===== src/rtl/psu_pkg.sv =====
// Shared types and constants of the PNG scanline unfilter.
// Register codes, filter codes, the handoff structs and parameter defaults.
// No dependencies.
`timescale 1ns / 1ps
`default_nettype none

package psu_pkg;

   localparam int MAX_ROW_BYTES_DEF   = 8192;
   localparam int MAX_PIXEL_BYTES_DEF = 4;

   localparam int BPP_W      = 3;
   localparam int RB_W       = 14;
   localparam int RT_W       = 16;
   localparam int CSR_IDX_W  = 8;
   localparam int CSR_DATA_W = 16;

   localparam logic [BPP_W-1:0] BPP_RST = 3'd4;
   localparam logic [RB_W-1:0]  RB_RST  = 14'd4;
   localparam logic [RT_W-1:0]  RT_RST  = 16'd1;

   localparam logic [7:0] ALPHA_FILL = 8'hFF;

   typedef enum logic [CSR_IDX_W-1:0] {
      CSR_BPP       = 8'd0,
      CSR_ROW_BYTES = 8'd1,
      CSR_ROW_TOTAL = 8'd2,
      CSR_EXPAND    = 8'd3
   } csr_index_type;

   typedef enum logic [2:0] {
      FLT_NONE  = 3'd0,
      FLT_SUB   = 3'd1,
      FLT_UP    = 3'd2,
      FLT_AVG   = 3'd3,
      FLT_PAETH = 3'd4,
      FLT_BAD   = 3'd5
   } filter_code_type;

   typedef struct packed {
      logic [7:0]      data;
      filter_code_type filter;
      logic            first;
      logic            top_row;
      logic            row_end;
      logic            image_end;
      logic            alpha;
   } item_type;

   typedef struct packed {
      logic [7:0] pixel;
      logic       alpha;
      logic       row_end;
      logic       image_end;
      logic       bad;
   } result_type;

endpackage

`default_nettype wire


===== src/rtl/psu_out.sv =====
// Result register: presents a reconstructed byte, then its alpha fill beat
// when one is due. Uses psu_pkg.
`timescale 1ns / 1ps
`default_nettype none

module psu_out (
   input  wire logic                 clock,
   input  wire logic                 reset,
   input  wire logic                 take_valid,
   input  wire psu_pkg::result_type  take,
   output logic                      ready,
   output logic                      rsp_valid,
   input  wire logic                 rsp_stall,
   output logic [7:0]                rsp_pixel_byte,
   output logic                      rsp_run_last,
   output logic                      rsp_row_end,
   output logic                      rsp_image_end,
   output logic                      rsp_bad_filter
);

   logic                valid_ff;
   logic                phase_ff;
   psu_pkg::result_type res_ff;
   logic                last_beat, done;

   assign last_beat = phase_ff || !res_ff.alpha;
   assign done      = valid_ff && !rsp_stall && last_beat;
   assign ready     = !valid_ff || done;

   always_ff @(posedge clock) begin
      if (reset) begin
         valid_ff <= 1'b0;
         phase_ff <= 1'b0;
      end else if (take_valid) begin
         valid_ff <= 1'b1;
         phase_ff <= 1'b0;
      end else if (done) begin
         valid_ff <= 1'b0;
         phase_ff <= 1'b0;
      end else if (valid_ff && !rsp_stall) begin
         phase_ff <= 1'b1;
      end
   end

   always_ff @(posedge clock) begin
      if (take_valid) begin
         res_ff <= take;
      end
   end

   assign rsp_valid      = valid_ff;
   assign rsp_pixel_byte = phase_ff ? psu_pkg::ALPHA_FILL : res_ff.pixel;
   assign rsp_run_last   = last_beat;
   assign rsp_row_end    = last_beat && res_ff.row_end;
   assign rsp_image_end  = last_beat && res_ff.image_end;
   assign rsp_bad_filter = res_ff.bad;

endmodule

`default_nettype wire


===== config.mk =====
export PLATFORM = sky130hd
export DESIGN_NAME = psu_out
export DESIGN_NICKNAME = d
export VERILOG_FILES = /design/src/rtl/psu_pkg.sv /design/src/rtl/psu_out.sv
export SDC_FILE = /design/constraint.sdc
export NUM_CORES = 1
export LEC_CHECK = 0
export ABC_AREA = 1
export BUFFER_PORTS_ARGS = -buffer_cell sky130_fd_sc_hd__buf_2
export CAP_MARGIN = 20
export CORE_MARGIN = 8
export CORE_UTILIZATION = 40
export DETAILED_ROUTE_END_ITERATION = 7
export HOLD_SLACK_MARGIN = 0.1
export PLACE_DENSITY = 0.77
export SYNTH_ARGS = -nofsm -noshare
export SYNTH_HDL_FRONTEND = slang
export SYNTH_SLANG_ARGS = --single-unit

===== constraint.sdc =====
create_clock -name clock -period 1.14 [get_ports clock]
set_clock_uncertainty 0.1 [all_clocks]
set_input_delay 0.057 -clock clock [delete_from_list [all_inputs] [get_ports clock]]
set_output_delay 0.057 -clock clock [all_outputs]
set_load 0.1 [all_outputs]

==> impl_metrics.csv <==
group,metric,value,unit
clocking,clkTransAtPathRegs,0.08,ns
routing,firstDrtPassIters,5,
worst_setup_path,crit_fanout,3,
clocking,htree_levels,1,
layout,layout-drive-gt1-share,66.7,%
grt,antenna_found_initial,0,
floorplanning,die_area,2780,sq um
clocking,insertion_delay,0.27,ns
worst_setup_path,worstSetupEndpointType,"output port",
power_and_ir_drop,switching_share,36.9,%
routing,drc,0,
layout,seq_area,408,sq um
logic_synthesis,synth_top_cell_area_share,66.8,%
grt,gr-total-overflow,0,
sta,setup_viol_count_final,13,
sta,tightest_slew,0.300,ns
layout,multi_input_area,194,sq um
layout,final_area,1210,sq um
run_status,violations,"setup timing",
routing,via_count,493,
floorplanning,die_y,52.7,um
worst_setup_path,critPathKind,"reg -> out",
worst_setup_path,critPathLaunchType,"flop",
logic_synthesis,synth_edf_count,12,
logic_synthesis,synth_flop_cell,"edfxtp_1",
sta,slew_viol_final,0,
placement,hpwl,1.06,mm
layout,fillers,32,
logic_synthesis,ys_top_cells_by_area,"edfxtp_1 (67%), or2_1 (9.3%), dfxtp_1 (7.4%)",
floorplanning,die_x,52.7,um
sta,hold_violations,0,
routing,first_iter_violations,5,
logic_synthesis,synth_cell_types,12,
grt,grt_use_total,15.4,%
floorplanning,ioPinCount,30,
power_and_ir_drop,switching_power,621,uW
sta,max_freq,734,MHz
sta,setup_ws,-0.223,ns
logic_synthesis,synth_cells,35,
clocking,numCtsBuffers,3,
logic_synthesis,synth.cell_area,539,sq um
logic_synthesis,ys_warn_count,0,
grt,grt_pass1_wl,2.97,mm
sta,finalCritPeriodShare,120,%
power_and_ir_drop,pwr-share-comb,42.2,%
logic_synthesis,ys_top_cells_by_count,"edfxtp_1 (12), or2_1 (8), nand2_2 (3)",
power_and_ir_drop,vdd_drop_max,1.16,mV
sta,rsz0062_at_grt,"yes",
logic_synthesis,synth_area_per_cell,15.4,sq um
logic_synthesis,async_reset_ff_share,0,%
placement,io_buffer_count,29,
logic_synthesis,synth_top_area_cell,"edfxtp_1",
grt,grt_max_degree,14,
clocking,clockBufferDepth,2,
layout,utilization,94.4,%
routing,wl,2.05,mm
power_and_ir_drop,power_density,1390,nW/um^2
logic_synthesis,synth_seq_area_share,74.2,%
layout,syn_to_final_growth,125,%
floorplanning,coreArea,1280,sq um
floorplanning,rows,13,
layout,final_nets,104,
layout,n_antenna_cell,0,
grt,grt_pass1_vias,559,
worst_setup_path,crit_required,0.98,ns
routing,ant_nets,0,
power_and_ir_drop,pwr-share-seq,36.6,%
clocking,cts_root_buf,"clkbuf_4",
logic_synthesis,yosys_register_bits,14,
sta,relSlewSlack,80.0,%
worst_setup_path,cp_data_arrival_time,1.21,ns
power_and_ir_drop,p_int,1060,uW
routing,wire_per_inst,20.1,um
clocking,cts_tree,"built",
clocking,cts_sinks,14,
power_and_ir_drop,pwr-share-clk,21.2,%
floorplanning,start_util,42.0,%
placement,place_area,980,sq um
run_status,status,"complete, but fails checks",
placement,place.gp.congestion,0.680,
power_and_ir_drop,p_leak,0.000530,uW
sta,fin_crit,1.36,ns
routing,avgViaCountPerCell,4.83,
logic_synthesis,synth_nets,51,
logic_synthesis,yosysMostFrequentCell,"edfxtp_1",
worst_hold_path,hold_class,"in -> reg",
job,cap_violations,0,
-- power groups by stage --
stage / Clock (uW) / Combinational, uW / Sequential [uW]
2_1_floorplan: 0 / 347 / 667
3_3_place_gp: 0 / 627 / 627
3_5_place_dp: 0 / 632 / 631
4_1_cts: 353 / 695 / 610
5_1_grt: 387 / 725 / 620
6_report: 356 / 710 / 616
-- per-layer routing --
layer | vias up | share of wire, % | GRT usage (%)
met5 | - | 0 | 0
met2 | 30 | 54 | 28.7
met3 | 4 | 6.4 | 4.55
met1 | 238 | 37 | 14.7
li1 | 221 | - | -
met4 | 0 | 1.9 | 8.19
-- critical path, cell delays in order, from the launching register on --
cell and delay, ns:
edfxtp_1 0.39, buf_6 0.16, nand2_8 0.08, nand2_8 0.06, nand2_8 0.07, buf_12 0.17
-- worst paths after layout --
| check | from | to | slack (ns) | cells past startpoint |
|---|---|---|---|---|
| max | res_ff[3]$_DFFE_PP_ | ready | -0.22 | 5 |
| min reg2reg | phase_ff$_SDFFE_PP0P_ | phase_ff$_SDFFE_PP0P_ | 0.54 | 2 |
| max reg2reg | res_ff[3]$_DFFE_PP_ | phase_ff$_SDFFE_PP0P_ | -0.10 | 7 |
| min | rsp_stall | phase_ff$_SDFFE_PP0P_ | 0.09 | 4 |
-- layout make-up --
class	instances	area share, %
inverters	3	1.34
well taps	15	1.55
multi-input cells	18	16.0
clock buffers	4	2.99
repair buffers	48	44.5
flip-flops and latches	14	33.6
-- state kept, by name, summed over array words and instances (netlist names) --
register and flops:
res_ff 11, phase_ff 1, rsp_bad_filter 1, rsp_valid 1
-- cell families after synthesis --
logic type | share of synthesized area, %
simple gates | 17.9
buf+inv | 2.09
flops | 74.2
compound gates | 5.80
-- per-stage QoR --
| stage | TNS, ns | setup slack (ns) | power (uW) | hold WS [ns] | cells |
|---|---|---|---|---|---|
| floorplan | -0.558 | -0.176 | 1010 | 0.0103 | 35 |
| global placement | 0 | 0.0175 | 1250 | 0.131 | 80 |
| detailed placement | -0.0248 | -0.0248 | 1260 | 0.136 | 80 |
| CTS | -2.09 | -0.199 | 1660 | 0.0935 | 101 |
| global route | -3.05 | -0.279 | 1730 | 0.125 | 102 |
| finish | -2.41 | -0.223 | 1680 | 0.0901 | 102 |
-- timing repair --
item                                    CTS  global route
endpoints found under the setup margin   12            15
resized for setup                         5             3
endpoints found under the hold margin    26             0
hold buffers                             14             0
buffers inserted                          3             1
-- cells in the final DEF (no fill, tap or decap), types with 2 or more instances in the layout --
cell type,count
buf_2,15
dlygate4sd3_1,14
buf_12,14
edfxtp_1,12
or2_2,8
nand2_8,3
clkbuf_4,3
buf_4,3
a21boi_4,2
dfxtp_4,2
buf_6,2
No activity file was read; power rests on OpenSTA's default activity.
