## src/rtl/psu_pkg.sv

```systemverilog
// Shared types and constants of the PNG scanline unfilter.
// Register codes, filter codes, the handoff structs and parameter defaults.
// No dependencies.
`timescale 1ns / 1ps
`default_nettype none

package psu_pkg;

   localparam int MAX_ROW_BYTES_DEF   = 8192;
   localparam int MAX_PIXEL_BYTES_DEF = 4;

   localparam int BPP_W      = 3;
   localparam int RB_W       = 14;
   localparam int RT_W       = 16;
   localparam int CSR_IDX_W  = 8;
   localparam int CSR_DATA_W = 16;

   localparam logic [BPP_W-1:0] BPP_RST = 3'd4;
   localparam logic [RB_W-1:0]  RB_RST  = 14'd4;
   localparam logic [RT_W-1:0]  RT_RST  = 16'd1;

   localparam logic [7:0] ALPHA_FILL = 8'hFF;

   typedef enum logic [CSR_IDX_W-1:0] {
      CSR_BPP       = 8'd0,
      CSR_ROW_BYTES = 8'd1,
      CSR_ROW_TOTAL = 8'd2,
      CSR_EXPAND    = 8'd3
   } csr_index_type;

   typedef enum logic [2:0] {
      FLT_NONE  = 3'd0,
      FLT_SUB   = 3'd1,
      FLT_UP    = 3'd2,
      FLT_AVG   = 3'd3,
      FLT_PAETH = 3'd4,
      FLT_BAD   = 3'd5
   } filter_code_type;

   typedef struct packed {
      logic [7:0]      data;
      filter_code_type filter;
      logic            first;
      logic            top_row;
      logic            row_end;
      logic            image_end;
      logic            alpha;
   } item_type;

   typedef struct packed {
      logic [7:0] pixel;
      logic       alpha;
      logic       row_end;
      logic       image_end;
      logic       bad;
   } result_type;

endpackage

`default_nettype wire

```

## src/rtl/psu_recon.sv

```systemverilog
// Reconstruction stage: takes the upper byte from the line store, applies the
// row's filter against the left history and writes the result back. Uses psu_pkg.
`timescale 1ns / 1ps
`default_nettype none

module psu_recon #(
   parameter int MAX_ROW_BYTES   = psu_pkg::MAX_ROW_BYTES_DEF,
   parameter int MAX_PIXEL_BYTES = psu_pkg::MAX_PIXEL_BYTES_DEF,
   localparam int AW = $clog2(MAX_ROW_BYTES)
) (
   input  wire logic                        clock,
   input  wire logic                        reset,
   input  wire logic                        item_valid,
   input  wire psu_pkg::item_type           item,
   input  wire logic [AW-1:0]               item_addr,
   output logic                             busy,
   input  wire logic [psu_pkg::BPP_W-1:0]   bytes_per_pixel,
   input  wire logic [7:0]                  rd_data,
   output logic                             wr_en,
   output logic [AW-1:0]                    wr_addr,
   output logic [7:0]                       wr_data,
   output logic                             res_valid,
   output psu_pkg::result_type              res,
   input  wire logic                        res_ready
);

   localparam int HW = (MAX_PIXEL_BYTES > 1) ? $clog2(MAX_PIXEL_BYTES) : 1;
   localparam logic [psu_pkg::BPP_W:0] BPP_LIMIT = (psu_pkg::BPP_W + 1)'(MAX_PIXEL_BYTES);

   logic                  s1_valid_ff;
   psu_pkg::item_type     item_ff;
   logic [AW-1:0]         addr_ff;
   logic [7:0]            left_ff [MAX_PIXEL_BYTES];
   logic [7:0]            ul_ff   [MAX_PIXEL_BYTES];
   logic [7:0]            left_in [MAX_PIXEL_BYTES];
   logic [7:0]            ul_in   [MAX_PIXEL_BYTES];

   logic [psu_pkg::BPP_W:0] bpp_wide, bpp_sat, tap_wide;
   logic [HW-1:0]           tap;
   logic [7:0]              a, b, c, pred, recon;
   logic [8:0]              sum_ab;
   logic [9:0]              d_a, d_b, d_c, pa, pb, pc;
   logic                    adv, bad;

   assign adv  = s1_valid_ff && res_ready;
   assign busy = s1_valid_ff && !res_ready;

   always_ff @(posedge clock) begin
      if (reset) begin
         s1_valid_ff <= 1'b0;
      end else begin
         s1_valid_ff <= item_valid || busy;
      end
   end

   always_ff @(posedge clock) begin
      if (item_valid) begin
         item_ff <= item;
         addr_ff <= item_addr;
      end
   end

   always_comb begin
      bpp_wide = {1'b0, bytes_per_pixel};
      bpp_sat  = (bpp_wide == '0) ? (psu_pkg::BPP_W + 1)'(1) :
                 (bpp_wide > BPP_LIMIT) ? BPP_LIMIT : bpp_wide;
      tap_wide = bpp_sat - (psu_pkg::BPP_W + 1)'(1);
      tap      = tap_wide[HW-1:0];

      bad = (item_ff.filter == psu_pkg::FLT_BAD);
      a   = item_ff.first   ? 8'd0 : left_ff[tap];
      c   = item_ff.first   ? 8'd0 : ul_ff[tap];
      b   = item_ff.top_row ? 8'd0 : rd_data;

      sum_ab = {1'b0, a} + {1'b0, b};
      d_a    = {2'b0, b} - {2'b0, c};
      d_b    = {2'b0, a} - {2'b0, c};
      d_c    = {1'b0, sum_ab} - {1'b0, c, 1'b0};
      pa     = d_a[9] ? (10'd0 - d_a) : d_a;
      pb     = d_b[9] ? (10'd0 - d_b) : d_b;
      pc     = d_c[9] ? (10'd0 - d_c) : d_c;

      case (item_ff.filter)
         psu_pkg::FLT_SUB:   pred = a;
         psu_pkg::FLT_UP:    pred = b;
         psu_pkg::FLT_AVG:   pred = sum_ab[8:1];
         psu_pkg::FLT_PAETH: begin
            if (pa <= pb && pa <= pc) begin
               pred = a;
            end else if (pb <= pc) begin
               pred = b;
            end else begin
               pred = c;
            end
         end
         default:            pred = 8'd0;
      endcase

      recon = bad ? 8'd0 : (item_ff.data + pred);

      left_in[0] = recon;
      ul_in[0]   = b;
      for (int k = 1; k < MAX_PIXEL_BYTES; k++) begin
         left_in[k] = item_ff.first ? 8'd0 : left_ff[k-1];
         ul_in[k]   = item_ff.first ? 8'd0 : ul_ff[k-1];
      end
   end

   always_ff @(posedge clock) begin
      if (adv) begin
         for (int k = 0; k < MAX_PIXEL_BYTES; k++) begin
            left_ff[k] <= left_in[k];
            ul_ff[k]   <= ul_in[k];
         end
      end
   end

   assign wr_en   = adv;
   assign wr_addr = addr_ff;
   assign wr_data = recon;

   assign res_valid     = adv;
   assign res.pixel     = recon;
   assign res.alpha     = item_ff.alpha;
   assign res.row_end   = item_ff.row_end;
   assign res.image_end = item_ff.image_end;
   assign res.bad       = bad;

endmodule

`default_nettype wire

```

## config.mk

```make
export PLATFORM = sky130hd
export DESIGN_NAME = psu_recon
export DESIGN_NICKNAME = d
export VERILOG_FILES = /design/src/rtl/psu_pkg.sv /design/src/rtl/psu_recon.sv
export SDC_FILE = /design/constraint.sdc
export NUM_CORES = 1
export LEC_CHECK = 0
export ABC_AREA = 1
export ABC_CLOCK_PERIOD_IN_PS = 7800
export BUFFER_PORTS_ARGS = -buffer_cell sky130_fd_sc_hd__buf_2
export CAP_MARGIN = 40
export CORE_UTILIZATION = 45
export CTS_CLUSTER_DIAMETER = 100
export DETAILED_ROUTE_END_ITERATION = 10
export GPL_TIMING_DRIVEN = 0
export PLACE_DENSITY = 0.73
export SLEW_MARGIN = 20
export SYNTH_ARGS = -nofsm -noshare
export SYNTH_HDL_FRONTEND = slang
export SYNTH_SLANG_ARGS = --single-unit
```

## constraint.sdc

```tcl
create_clock -name clock -period 7.8 [get_ports clock]
set_clock_uncertainty 0.05 [all_clocks]
set_input_delay 0 -clock clock [delete_from_list [all_inputs] [get_ports clock]]
set_output_delay 0 -clock clock [all_outputs]
set_load 0.02 [all_outputs]
```

==> impl_metrics.toml <==
[cts]
tritoncts = "yes"
root_buffer = "clkbuf_16"
clk_pin_slew_worst_paths_ps = 70
cts_buffer_depth = 2
cts.sinks = 94
cts_buffers = 9
clk_latency_ps = 350
cts_max_level = 3

[setup_path]
rr_endpoint = "left_ff[0][7]"
crit_path_max_fanout = 5
required_ps = 7750
start_kind = "flip-flop"
worstPathArrival_ps = 7420
crit_path_top_delay_cell = "edfxtp_1"
r2r_setup_slack_ps = 470
endpoint = "wr_data[7]"
worst-setup-path-type = "flip-flop to output pin"
cpPeakStageDelay_ps = 370
critPathLaunch = "item_ff[4]"
end_kind = "output pin"
reg2reg_depth = 52
r2r_start = "item_ff[4]"

[global_route]
grt_max_degree = 44
grt_pass1_vias = 6248
grt_overflow = 0
antenna_found_initial = 0
grt_usage = 0.2337
grt_pass1_wl_mm = 30.30

[synthesis]
yosysTopAreaCellShare = 0.3779
synth_area_leader_cell = "edfxtp_1"
synth_common_cells = "nand2_1 (161), inv_1 (141), nor2_1 (98)"
ys_ff_latch = 94
synth.distinct_cells = 48
synth.most_common_cell = "nand2_1"
async_flop_share = 0
ys.flop_type = "edfxtp_1"
synthCells = 906
syn-cell-area_mm2 = 0.007390
yosys-top-cells-area = "edfxtp_1 (38%), ha_1 (12%), nand2_1 (8.2%), inv_1 (7.2%), nor2_1 (5.0%)"
ys_warn_count = 0
synth-seq-area-share = 0.3806
synth_edf_count = 93
syn_avg_cell_area_um2 = 8.156

[floorplan]
die_area_mm2 = 0.01694
core_area_mm2 = 0.01594
fp.dieH_um = 130.1
start_util = 0.4635
rows = 46
die_width_um = 130.1
ioPinCount = 80

[route]
drt_iter0_markers = 536
wl_mm = 19.43
drtPass1Iterations = 5
num_vias = 6705
via_per_inst = 5.234
highest_layer = "met4"
wl_met1_mm = 8.124
wl_met3_mm = 1.387
wl_met2_mm = 9.266
drcViolationCount = 0
wire_per_inst_um = 15.17
ant_nets = 0

[sta]
slew_headroom = 0.4033
setup_viol = 0
setup_tns_ps = 0
fmax_mhz = 133.8
slew_viol_final = 0
final_hold_viol_count = 0
post-route-period-util = 0.9580
fin_hold_ws_ps = 70.70
worst_pin_slew_ps = 888.2
period_minus_slack_ps = 7473

[final_layout]
finalNetCount = 1176
syn_to_final_growth_pct = 26.45
diodes = 0
drive_above_1_share = 0.2610

[power]
irDropWorstVdd_mv = 0.1544
p_leak_uw = 0.004497
pwr_density_cell_mw_per_mm2 = 252.5

[placed_design]
gp_congestion = 0.9127
io_buffers = 78
place_hpwl_mm = 13.69

[run]
drv_cap = 0

[outcome]
outcome = "finished, final reports clean"

[hold_path]
worstHoldPathType = "input pin to flip-flop"
==> power by group <==
| group | total (uW) | switching, uW | internal [uW] |
|---|---|---|---|
| clock | 458 | 196 | 262 |
| sequential | 602 | 11.4 | 590 |
| combinational | 1300 | 773 | 526 |
==> worst max-delay path, delay by kind of cell, from the launching register on <==
family	cells	cell delay, ps
flops	1	370
buf+inv	9	970
simple gates	22	2140
xor+xnor	3	490
fa+ha+maj	4	1020
compound gates	14	2050
==> how the worst min path moves through the flow <==
stage,endpoint,cells after the start,from
final,ul_ff[0][2],3,rd_data[2]
after global routing,ul_ff[0][2],3,rd_data[2]
after CTS,ul_ff[0][5],3,rd_data[5]
after detailed placement,s1_valid_ff,2,reset
after global placement,s1_valid_ff,2,reset
after floorplan,s1_valid_ff,1,reset
==> layer usage <==
layer  vias to the layer above  global-route usage
li1                       3291                   -
met5                         -                   0
met3                        63             0.05248
met4                         0             0.08550
met2                       262              0.3858
met1                      3089              0.2993
==> state kept, by name (all words and copies together), names as in the netlist <==
register and count:
item_ff 13, ul_ff 32, res 3, s1_valid_ff 1, left_ff 32, wr_addr 13
==> final cells by class <==
cell class	instances	area [um2]
buffer	30	235.2
timing repair buffer	142	965.9
clock inverter	5	67.56
clock buffer	11	242.7
inverter	157	609.3
tap	216	270.3
sequential	94	2813
multi-input combinational	626	4140
fill	1327	6599
==> kinds of logic (layout without fill, tap and decap cells) <==
kind of cell | after synthesis | in the layout | synth area share
flops | 94 | 94 | 0.3806
compound gates | 144 | 144 | 0.1160
buf+inv | 188 | 345 | 0.1070
simple gates | 372 | 372 | 0.2301
fa+ha+maj | 72 | 72 | 0.1250
other cells | 2 | 4 | 0.001016
xor+xnor | 34 | 34 | 0.04030
==> layout by cell type, fill, tap and decap left out, types with 5 or more instances in the layout <==
master,n
ha_1,63
nand3_1,41
o21ai_1,6
a21oi_1,46
nor3_1,5
edfxtp_1,93
xnor2_1,8
clkbuf_16,9
buf_4,42
xor2_2,7
nor2_1,96
inv_2,19
nand3b_1,6
buf_2,80
o21ai_0,29
a21oi_2,11
nand2_2,28
nand2_1,150
dlygate4sd3_1,31
nand3_2,12
o211ai_1,20
buf_6,9
nand2_4,8
nand4_1,9
inv_1,133
xor2_1,17
o21ai_2,6
==> repair_timing <==
item | 4_1_cts | 5_1_grt
setup endpoints to repair | 14 | 10
hold endpoints to repair | 30 | 0
hold buffers | 31 | 0
pin swaps | 5 | 49
gates resized for setup | 14 | 97
buffers inserted | 5 | 24
gates cloned | 0 | 1
==> per-stage QoR <==
stage / std cells / utilization / cell area [um2] / setup slack [ps] / power [uW]
after global routing: 1281 / 0.5861 / 9344 / -143.3 / 2540
after detailed placement: 1204 / 0.5071 / 8085 / -669.9 / 1701
after CTS: 1255 / 0.5512 / 8787 / 4.574 / 2203
after global placement: 1202 / 0.5054 / 8058 / -580.8 / 1671
after floorplan: 908 / - / 7397 / 1001 / 1445
final: 1281 / 0.5861 / 9344 / 327.4 / 2359
No activity file was read; power rests on OpenSTA's default activity.
