File: src/rtl/psu_pkg.sv
// Shared types and constants of the PNG scanline unfilter.
// Register codes, filter codes, the handoff structs and parameter defaults.
// No dependencies.
`timescale 1ns / 1ps
`default_nettype none

package psu_pkg;

   localparam int MAX_ROW_BYTES_DEF   = 8192;
   localparam int MAX_PIXEL_BYTES_DEF = 4;

   localparam int BPP_W      = 3;
   localparam int RB_W       = 14;
   localparam int RT_W       = 16;
   localparam int CSR_IDX_W  = 8;
   localparam int CSR_DATA_W = 16;

   localparam logic [BPP_W-1:0] BPP_RST = 3'd4;
   localparam logic [RB_W-1:0]  RB_RST  = 14'd4;
   localparam logic [RT_W-1:0]  RT_RST  = 16'd1;

   localparam logic [7:0] ALPHA_FILL = 8'hFF;

   typedef enum logic [CSR_IDX_W-1:0] {
      CSR_BPP       = 8'd0,
      CSR_ROW_BYTES = 8'd1,
      CSR_ROW_TOTAL = 8'd2,
      CSR_EXPAND    = 8'd3
   } csr_index_type;

   typedef enum logic [2:0] {
      FLT_NONE  = 3'd0,
      FLT_SUB   = 3'd1,
      FLT_UP    = 3'd2,
      FLT_AVG   = 3'd3,
      FLT_PAETH = 3'd4,
      FLT_BAD   = 3'd5
   } filter_code_type;

   typedef struct packed {
      logic [7:0]      data;
      filter_code_type filter;
      logic            first;
      logic            top_row;
      logic            row_end;
      logic            image_end;
      logic            alpha;
   } item_type;

   typedef struct packed {
      logic [7:0] pixel;
      logic       alpha;
      logic       row_end;
      logic       image_end;
      logic       bad;
   } result_type;

endpackage

`default_nettype wire

File: src/rtl/psu_seq.sv
// Row sequencer: filter byte decode, column and row counting, alpha cadence.
// Issues the line-store read for each data byte. Uses psu_pkg.
`timescale 1ns / 1ps
`default_nettype none

module psu_seq #(
   parameter int MAX_ROW_BYTES = psu_pkg::MAX_ROW_BYTES_DEF,
   localparam int AW = $clog2(MAX_ROW_BYTES)
) (
   input  wire logic                        clock,
   input  wire logic                        reset,
   input  wire logic                        req_valid,
   input  wire logic [7:0]                  req_stream_byte,
   output logic                             req_stall,
   input  wire logic                        stage_busy,
   input  wire logic [psu_pkg::RB_W-1:0]    row_bytes,
   input  wire logic [psu_pkg::RT_W-1:0]    row_total,
   input  wire logic                        expand_rgb,
   output logic                             item_valid,
   output psu_pkg::item_type                item,
   output logic [AW-1:0]                    item_addr
);

   localparam int CW = $clog2(MAX_ROW_BYTES + 1);
   localparam int SW = (CW > psu_pkg::RB_W) ? CW : psu_pkg::RB_W;
   localparam logic [SW-1:0] RB_LIMIT = SW'(MAX_ROW_BYTES);

   logic [CW-1:0]                 column_ff, column_in;
   logic [psu_pkg::RT_W-1:0]      row_index_ff, row_index_in;
   psu_pkg::filter_code_type      filter_ff, filter_in;
   logic [1:0]                    chan_ff, chan_in;

   logic [SW-1:0]                 rb_wide;
   logic [CW-1:0]                 rb_sat;
   logic [CW-1:0]                 idx_wide;
   logic [psu_pkg::RT_W-1:0]      rt_eff;
   logic [psu_pkg::RT_W:0]        row_next;
   logic                          data_phase, accept, row_done, img_done, alpha;

   assign data_phase = (column_ff != '0);
   assign req_stall  = data_phase && stage_busy;
   assign accept     = req_valid && !req_stall;

   always_comb begin
      rb_wide  = SW'(row_bytes);
      rb_sat   = (rb_wide == '0) ? CW'(1) :
                 (rb_wide > RB_LIMIT) ? CW'(MAX_ROW_BYTES) : rb_wide[CW-1:0];
      rt_eff   = (row_total == '0) ? psu_pkg::RT_W'(1) : row_total;
      row_next = {1'b0, row_index_ff} + (psu_pkg::RT_W + 1)'(1);
      row_done = (column_ff >= rb_sat);
      img_done = row_done && (row_next >= {1'b0, rt_eff});
      idx_wide = column_ff - CW'(1);

      column_in    = column_ff;
      row_index_in = row_index_ff;
      filter_in    = filter_ff;
      chan_in      = chan_ff;
      alpha        = 1'b0;

      if (accept) begin
         if (!data_phase) begin
            filter_in = (req_stream_byte <= 8'(psu_pkg::FLT_PAETH)) ?
                        psu_pkg::filter_code_type'(req_stream_byte[2:0]) :
                        psu_pkg::FLT_BAD;
            column_in = CW'(1);
         end else begin
            if (row_done) begin
               column_in    = '0;
               row_index_in = img_done ? '0 : row_next[psu_pkg::RT_W-1:0];
            end else begin
               column_in = column_ff + CW'(1);
            end
            if (expand_rgb) begin
               if (chan_ff >= 2'd2) begin
                  alpha   = 1'b1;
                  chan_in = 2'd0;
               end else begin
                  chan_in = chan_ff + 2'd1;
               end
            end else begin
               chan_in = 2'd0;
            end
            if (img_done) begin
               chan_in = 2'd0;
            end
         end
      end
   end

   always_ff @(posedge clock) begin
      if (reset) begin
         column_ff    <= '0;
         row_index_ff <= '0;
         filter_ff    <= psu_pkg::FLT_NONE;
         chan_ff      <= 2'd0;
      end else begin
         column_ff    <= column_in;
         row_index_ff <= row_index_in;
         filter_ff    <= filter_in;
         chan_ff      <= chan_in;
      end
   end

   assign item_valid     = accept && data_phase;
   assign item_addr      = idx_wide[AW-1:0];
   assign item.data      = req_stream_byte;
   assign item.filter    = filter_ff;
   assign item.first     = (column_ff == CW'(1));
   assign item.top_row   = (row_index_ff == '0);
   assign item.row_end   = row_done;
   assign item.image_end = img_done;
   assign item.alpha     = alpha;

endmodule

`default_nettype wire

File: config.mk
export PLATFORM = sky130hd
export DESIGN_NAME = psu_seq
export DESIGN_NICKNAME = d
export VERILOG_FILES = /design/src/rtl/psu_pkg.sv /design/src/rtl/psu_seq.sv
export SDC_FILE = /design/constraint.sdc
export NUM_CORES = 1
export LEC_CHECK = 0
export ABC_AREA = 1
export BUFFER_PORTS_ARGS = -buffer_cell sky130_fd_sc_hd__clkbuf_2
export CAP_MARGIN = 0
export CORE_ASPECT_RATIO = 1.1
export CORE_MARGIN = 2
export CORE_UTILIZATION = 50
export CTS_CLUSTER_DIAMETER = 150
export DETAILED_ROUTE_END_ITERATION = 8
export GPL_ROUTABILITY_DRIVEN = 0
export PLACE_DENSITY = 0.8
export SKIP_CTS_REPAIR_TIMING = 1
export SLEW_MARGIN = 20
export SYNTH_ARGS = -nofsm -noshare
export SYNTH_HDL_FRONTEND = slang
export SYNTH_SLANG_ARGS = --single-unit
File: constraint.sdc
create_clock -name clock -period 6.6 [get_ports clock]
set_clock_uncertainty 0.05 [all_clocks]
set_input_delay 1.98 -clock clock [delete_from_list [all_inputs] [get_ports clock]]
set_output_delay 1.98 -clock clock [all_outputs]
set_load 0.03 [all_outputs]
==> results.md, run 1 <==
* Status: finished clean
* Port Buffer Count at 73
* Vias in the first global route at 3226
* WL/cell at 12.6 um
* Synthesized instance count at 520
* CTS Sinks at 35
* Std-Cell Rows at 31
* YS warnings at 0
* XOR/XNOR share of the synthesized area at 0.0699
* Sequential element share of the synthesized area at 0.207
* Post-synth ARST share at 0
* Multiplexer share of the synthesized area at 0
* Die width at 82.4 um
* Syn-to-layout area delta at 12.6%
* Layout cells sized above 1 at 0.189
* Gr usage total at 0.226
* CP required at 4.57 ns
* Dpl hpwl at 6650 um
* Crit path max-delay family: simple AND/OR/NAND/NOR gates
* Crit path kind: primary input to primary output
* Flops & latches, synth at 35
* Clock Pin Slew Worst Setup and Hold Paths at 0.07 ns
* FILL cells at 632
* CP peak stage delay at 0.57 ns
* Syn Nets at 599
* Global-route wire length before repair at 13600 um
* # diodes at 0
* Crit path cell chain: clkbuf_2, nor4_1, a31o_2, nand2_1, ha_1, nand2_1, inv_1, nand2_1, nand2_1, a21oi_1, nand3_2, nand2_1, inv_1, clkbuf_2
* Hold Crit Class: flop to flop
* Endpoints failing hold at 0
* Max_cap viols at 0
* Buf+Inv Stages, Crit Path at 4
* Worst Tran Pin Value at 0.624 ns
* Setup crit start kind: primary input
* Min Tclk post-route at 6.35 ns
* Max Slew Vio Count at 0
* Simple-gate share of the synthesized area at 0.355
* P_leak at 1.89 nW
* Crit. End Element: primary output
* Mean post-synth cell area at 6.51 um2
* Setup TNS Final at 0 ns
* Worst-Skew Late Latency at 0.29 ns
* Residual DRC at 0
* Worst path slowest cell: nor4_1
* R2R Setup Slk at 3.63 ns
* DR vias at 3543
* Detailed Route WL at 8310 um
* Largest family of logic cells by synthesized area: simple AND/OR/NAND/NOR gates
* CTS Root Cell: clkbuf_8
* RSZ-0062 raised after global routing: no
* Pwr Density at 132 mW/mm2
* Initial DRC Count at 214
* Die ar. at 0.00744 mm2
* Initial antenna violation count at 0
* Most used cell, CP: nand2_1
* Worst r2r src: row_index_ff[0]
* Top-Level Pins at 74
* Pre-CTS setup slack at 0.126 ns
* Initial core utilization at 0.516
* Worst hold endpoint: filter_ff[2]
* Final #Nets at 656
* Die span in y at 90.3 um
* FF-to-FF path depth at 17
* Compound-gate portion of the synthesized area at 0.104
* H-tree depth at 2
* Gr ovfl total at 0
* Largest net degree at the start of global routing at 24
* Most used DFF post-synth: dfxtp_1
* Setup ws final at 0.246 ns
* F_max at 0.157 GHz
* Crit path arrival time at 4.32 ns
* Fin crit share at 0.963
* Routed Antenna Nets at 0
* Synth unique cells at 40
* Hold Path Depth at 2
* Worst relative slew slack at 0.580
* Setup violators final at 0
* End of the worst register-to-register path: row_index_ff[12]
* Core box area at 0.00656 mm2
* Crit path max fanout at 6
* Critical hold path startpoint: filter_ff[2]
* Syn Std Cell Area at 0.00338 mm2
* Peak supply drop at 66.0 uV
* CTS Buf Count at 5
* Drt first pass iters at 5
* CTS tree: done
* DR vias/cell at 5.37
* Number of flops mapped to enable cells by yosys at 0
* Post-Synth Adder-Cell Area at 0.133
* Clk buf depth at 2
routing by layer:
metal  GRT usage  wire length (um)
met1       0.265              3270
met2       0.421              4350
met3      0.0210               541
met4      0.0597               150
met5           0                 0
worst max-delay path by stage:
| stage | slack, ns | from | depth (start not counted) | to |
|---|---|---|---|---|
| after floorplan | 0.49 | row_bytes[0] | 15 | item[1] |
| after global routing | 0.08 | row_bytes[0] | 15 | item[1] |
| after global placement | 0.24 | row_bytes[0] | 15 | item[1] |
| final | 0.25 | row_bytes[8] | 14 | item[1] |
| after detailed placement | 0.13 | row_bytes[0] | 15 | item[1] |
| after CTS | 0.12 | row_bytes[0] | 15 | item[1] |
sequential cells by signal, indices dropped and copies added, names as in the netlist:
register	cells
column_ff	14
row_index_ff	16
filter_ff	3
chan_ff	2
final cells by class:
| type | instances | area (um2) | area share |
|---|---|---|---|
| Multi-Input combinational cell | 386 | 2260 | 0.592 |
| Clock buffer | 8 | 100 | 0.0263 |
| Timing Repair Buffer | 73 | 365 | 0.0959 |
| Tap cell | 82 | 103 | 0.0269 |
| Sequential cell | 35 | 701 | 0.184 |
| Inverter | 76 | 285 | 0.0749 |
report_power, final:
group | internal, mW | leakage [nW] | total (mW) | switching, mW
registers | 0.213 | 0.283 | 0.216 | 0.00234
logic | 0.0367 | 1.55 | 0.114 | 0.0772
clock network | 0.0953 | 0.0515 | 0.173 | 0.0778
metrics by stage:
stage	power, mW	utilization	hold WS, ns	area (um2)	instances
after floorplan	0.297	-	0.404	3380	520
after detailed placement	0.333	0.563	0.401	3690	651
after CTS	0.504	0.578	0.411	3790	659
final	0.503	0.581	0.410	3810	660
after global placement	0.330	0.563	0.389	3690	651
after global routing	0.525	0.581	0.426	3810	660
layout by cell type, fill, tap and decap left out, drive strengths merged, types with 2 or more instances in the layout:
cell type	netlist	layout
nor2	48	48
clkbuf	3	81
xor2	24	24
or2	4	4
nor3	12	12
nor3b	2	2
nor4	11	11
nand4	7	7
o22ai	4	4
nand2	135	135
dfxtp	35	35
a31o	1	2
o21ai	11	11
xnor2	3	3
a21oi	38	38
ha	36	36
nand3	40	40
inv	76	76
worst reg2reg max path, cell delays in order, from the launching register on:
cell and delay [ns]:
dfxtp_1 0.41, ha_1 0.23, nand2_2 0.08, nor2_4 0.13
nand2_2 0.13, nor2_2 0.13, nand3_1 0.10, xnor2_1 0.24
ha_1 0.29, nand2_1 0.13, nor2_1 0.06, nand2_1 0.06
nor2_1 0.04, nor2_1 0.08, nand3_1 0.13, a21oi_4 0.33
nand3_1 0.13, a21oi_1 0.15
cell usage after synthesis, types with 2 or more instances:
cell type | number | share of area
nor3b_1 | 2 | 0.0044
nand4_1 | 7 | 0.013
dfxtp_1 | 35 | 0.21
buf_2 | 6 | 0.0089
buf_6 | 2 | 0.0067
nand2_2 | 5 | 0.0092
or2_2 | 4 | 0.0074
o21ai_0 | 7 | 0.010
o21ai_1 | 4 | 0.0059
inv_2 | 2 | 0.0022
nor2_2 | 4 | 0.0074
o22ai_1 | 4 | 0.0074
xnor2_1 | 3 | 0.0078
nor2_1 | 41 | 0.045
nand3_1 | 38 | 0.056
nor3_2 | 3 | 0.0089
inv_1 | 74 | 0.082
a21oi_1 | 37 | 0.055
nor4_1 | 11 | 0.020
ha_1 | 36 | 0.13
buf_4 | 13 | 0.029
nor2_4 | 3 | 0.010
nor3_1 | 9 | 0.013
nand2_1 | 129 | 0.14
clkbuf_1 | 3 | 0.0033
xor2_1 | 24 | 0.062
logic make-up after synthesis:
logic type / after synthesis
AND/OR/NAND/NOR: 261
AO/OA/AOI/OAI: 61
adder cells (fa/ha/maj): 36
flip-flops: 35
XOR/XNOR: 27
buffers and inverters: 100
(Power assumes the default switching activity.)
==> inputs of run 2 (changes only) <==
--- a/config.mk
+++ b/config.mk
@@ -10,11 +10,11 @@
 export CAP_MARGIN = 0
 export CORE_ASPECT_RATIO = 1.1
 export CORE_MARGIN = 2
-export CORE_UTILIZATION = 50
+export CORE_UTILIZATION = 56
 export CTS_CLUSTER_DIAMETER = 150
 export DETAILED_ROUTE_END_ITERATION = 8
 export GPL_ROUTABILITY_DRIVEN = 0
-export PLACE_DENSITY = 0.8
+export PLACE_DENSITY = 0.88
 export SKIP_CTS_REPAIR_TIMING = 1
 export SLEW_MARGIN = 20
 export SYNTH_ARGS = -nofsm -noshare
==> results.md, run 2 (synthesis gave the netlist of run 1 again) <==
* Gr ovfl total at 0 (unchanged)
* Largest register FFs at 16 (unchanged)
* Global-route wire length before repair at 13600 um (+0.26%)
* Vias in the first global route at 3253 (+0.84%)
* CP required at 4.57 ns (about the same)
* CTS tree: done
* Crit path kind: primary input to primary output
* Port Buffer Count at 73 (unchanged)
* Largest net degree at the start of global routing at 24 (unchanged)
* FILL cells at 537 (-15%)
* CTS Buf Count at 5 (unchanged)
* DR vias/cell at 5.34 (-0.48%)
* Largest Register: row_index_ff
* Layout cells sized above 1 at 0.193 (+0.00452)
* Regs by FF count: row_index_ff (16), column_ff (14), filter_ff (3)
* P_leak at 1.90 nW (+0.86%)
* Setup crit start kind: primary input
* Most common cell after layout, fill and taps aside: nand2_1
* H-tree depth at 2 (unchanged)
* Detailed Route WL at 8330 um (+0.22%)
* Die ar. at 0.00668 mm2 (-10%)
* Max_cap viols at 0 (unchanged)
* Final instance area at 0.00383 mm2 (+0.56%)
* Dpl hpwl at 6600 um (-0.76%)
* FF+latch area at 701 um2 (unchanged)
* Most used cell, CP: nand2_1
* CTS Root Cell: clkbuf_8
* Final #Nets at 658 (+0.30%)
* Residual DRC at 0 (unchanged)
* Endpoints failing hold at 0 (unchanged)
* Initial DRC Count at 253 (+18%)
* Worst-Skew Late Latency at 0.30 ns (about the same)
* Min Tclk post-route at 6.42 ns (+0.0610 ns)
* Clock Pin Slew Worst Setup and Hold Paths at 0.08 ns (about the same)
* Crit path cell chain: clkbuf_2, or2_2, nor4_2, a31o_1, buf_4, nand2_1, ha_1, nand2_1, nand2_1, nand2_1, nand3_1, nand2_1, nand3_2, nand2_1, inv_1, clkbuf_2
* Syn-to-layout area delta at 13.2%
* Initial antenna violation count at 0 (unchanged)
* Worst Hold Slack at 0.410 ns (+0.000480 ns)
* DR vias at 3510 (-0.93%)
* Setup violators final at 0 (unchanged)
* Crit path max-delay family: simple AND/OR/NAND/NOR gates
* Routed Antenna Nets at 0 (unchanged)
* Status: finished clean
* Top-Level Pins at 74 (unchanged)
* Fin crit share at 0.972 (+0.00924)
* Worst path slowest cell: nor4_2
* # diodes at 0 (unchanged)
* Clk buf depth at 2 (unchanged)
* CTS Sinks at 35 (unchanged)
* Gr usage total at 0.249 (+0.0228)
* Drt first pass iters at 5 (unchanged)
* R2R Setup Slk at 3.64 ns (about the same)
* Pwr Density at 137 mW/mm2 (+3.9%)
* Crit path arrival time at 4.39 ns (+0.07 ns)
* Initial core utilization at 0.583 (+0.0667)
* Worst relative slew slack at 0.560 (-0.0200)
* Core box area at 0.00581 mm2 (-11%)
* Hold Crit Class: flop to flop
* Crit. End Element: primary output
* CP peak stage delay at 0.35 ns (-0.22 ns)
* Pre-CTS setup slack at 0.0818 ns (-0.0439 ns)
* Max Slew Vio Count at 0 (unchanged)
* Peak supply drop at 83.6 uV (+27%)
* Area of the multi-input gates at 0.00226 mm2 (unchanged)
* RSZ-0062 raised after global routing: no
* Commonest non-fill, non-tap cells in the layout: nand2_1, inv_1, clkbuf_2
* Setup TNS Final at 0 ns (unchanged)
* Fin util at 0.660 (+0.0787)
* Worst Tran Pin Value at 0.654 ns (+0.0298 ns)
* Die width at 78.1 um (-5.2%)
* Crit path max fanout at 6 (unchanged)
* Placed inst area at 0.00368 mm2 (-0.17%)
* Buf+Inv Stages, Crit Path at 4 (unchanged)
* F_max at 0.156 GHz (-0.95%)
* Std-Cell Rows at 29 (-6.5%)
* Setup ws final at 0.185 ns (-0.0610 ns)
* Die span in y at 85.5 um (-5.3%)
* WL/cell at 12.7 um (+0.67%)
run 2: worst register-to-register path, cell delays in order (launching register included):
cell     delay [ns]
dfxtp_1        0.40
ha_1           0.23
nand2_2        0.08
nor2_4         0.12
nand2_2        0.13
nor2_2         0.14
nand3_1        0.10
xnor2_1        0.24
ha_1           0.29
nand2_1        0.13
nor2_1         0.06
nand2_1        0.06
nor2_1         0.04
nor2_1         0.08
nand3_1        0.13
a21oi_4        0.32
nand3_1        0.13
a21oi_1        0.15
run 2: layer usage:
metal  vias up  share of wire  global-route usage
li1       1794              -                   -
met1      1575           0.41               0.272
met2       119           0.52               0.477
met3        22          0.044              0.0263
met4         0          0.030               0.115
met5         -              0                   0
run 2: layout make-up:
cell class              count  share of cell area
clock inverters             3              0.0114
inverters                  76              0.0744
flip-flops and latches     35               0.183
well taps                  77              0.0251
repair buffers             75              0.0992
multi-input cells         386               0.589
clock buffers               5              0.0180
run 2: worst paths after layout:
check                    end  cells after the start             from
max                  item[1]                     16     row_bytes[0]
min             filter_ff[1]                      2     filter_ff[1]
max reg2reg  row_index_ff[9]                     17  row_index_ff[0]
min reg2reg     filter_ff[1]                      2     filter_ff[1]
run 2: stage by stage:
stage | total power [mW] | instances
global placement | 0.329 | 646
detailed placement | 0.334 | 646
finish | 0.525 | 657
CTS | 0.524 | 654
floorplan | 0.297 | 520
global route | 0.547 | 657
run 2: power breakdown:
| part | switching, mW | leakage, nW | total [mW] | internal, mW |
|---|---|---|---|---|
| Clock | 0.0818 | 0.0581 | 0.194 | 0.112 |
| Sequential | 0.00224 | 0.283 | 0.216 | 0.213 |
| Combinational | 0.0777 | 1.56 | 0.115 | 0.0374 |
| Total | 0.162 | 1.90 | 0.525 | 0.363 |
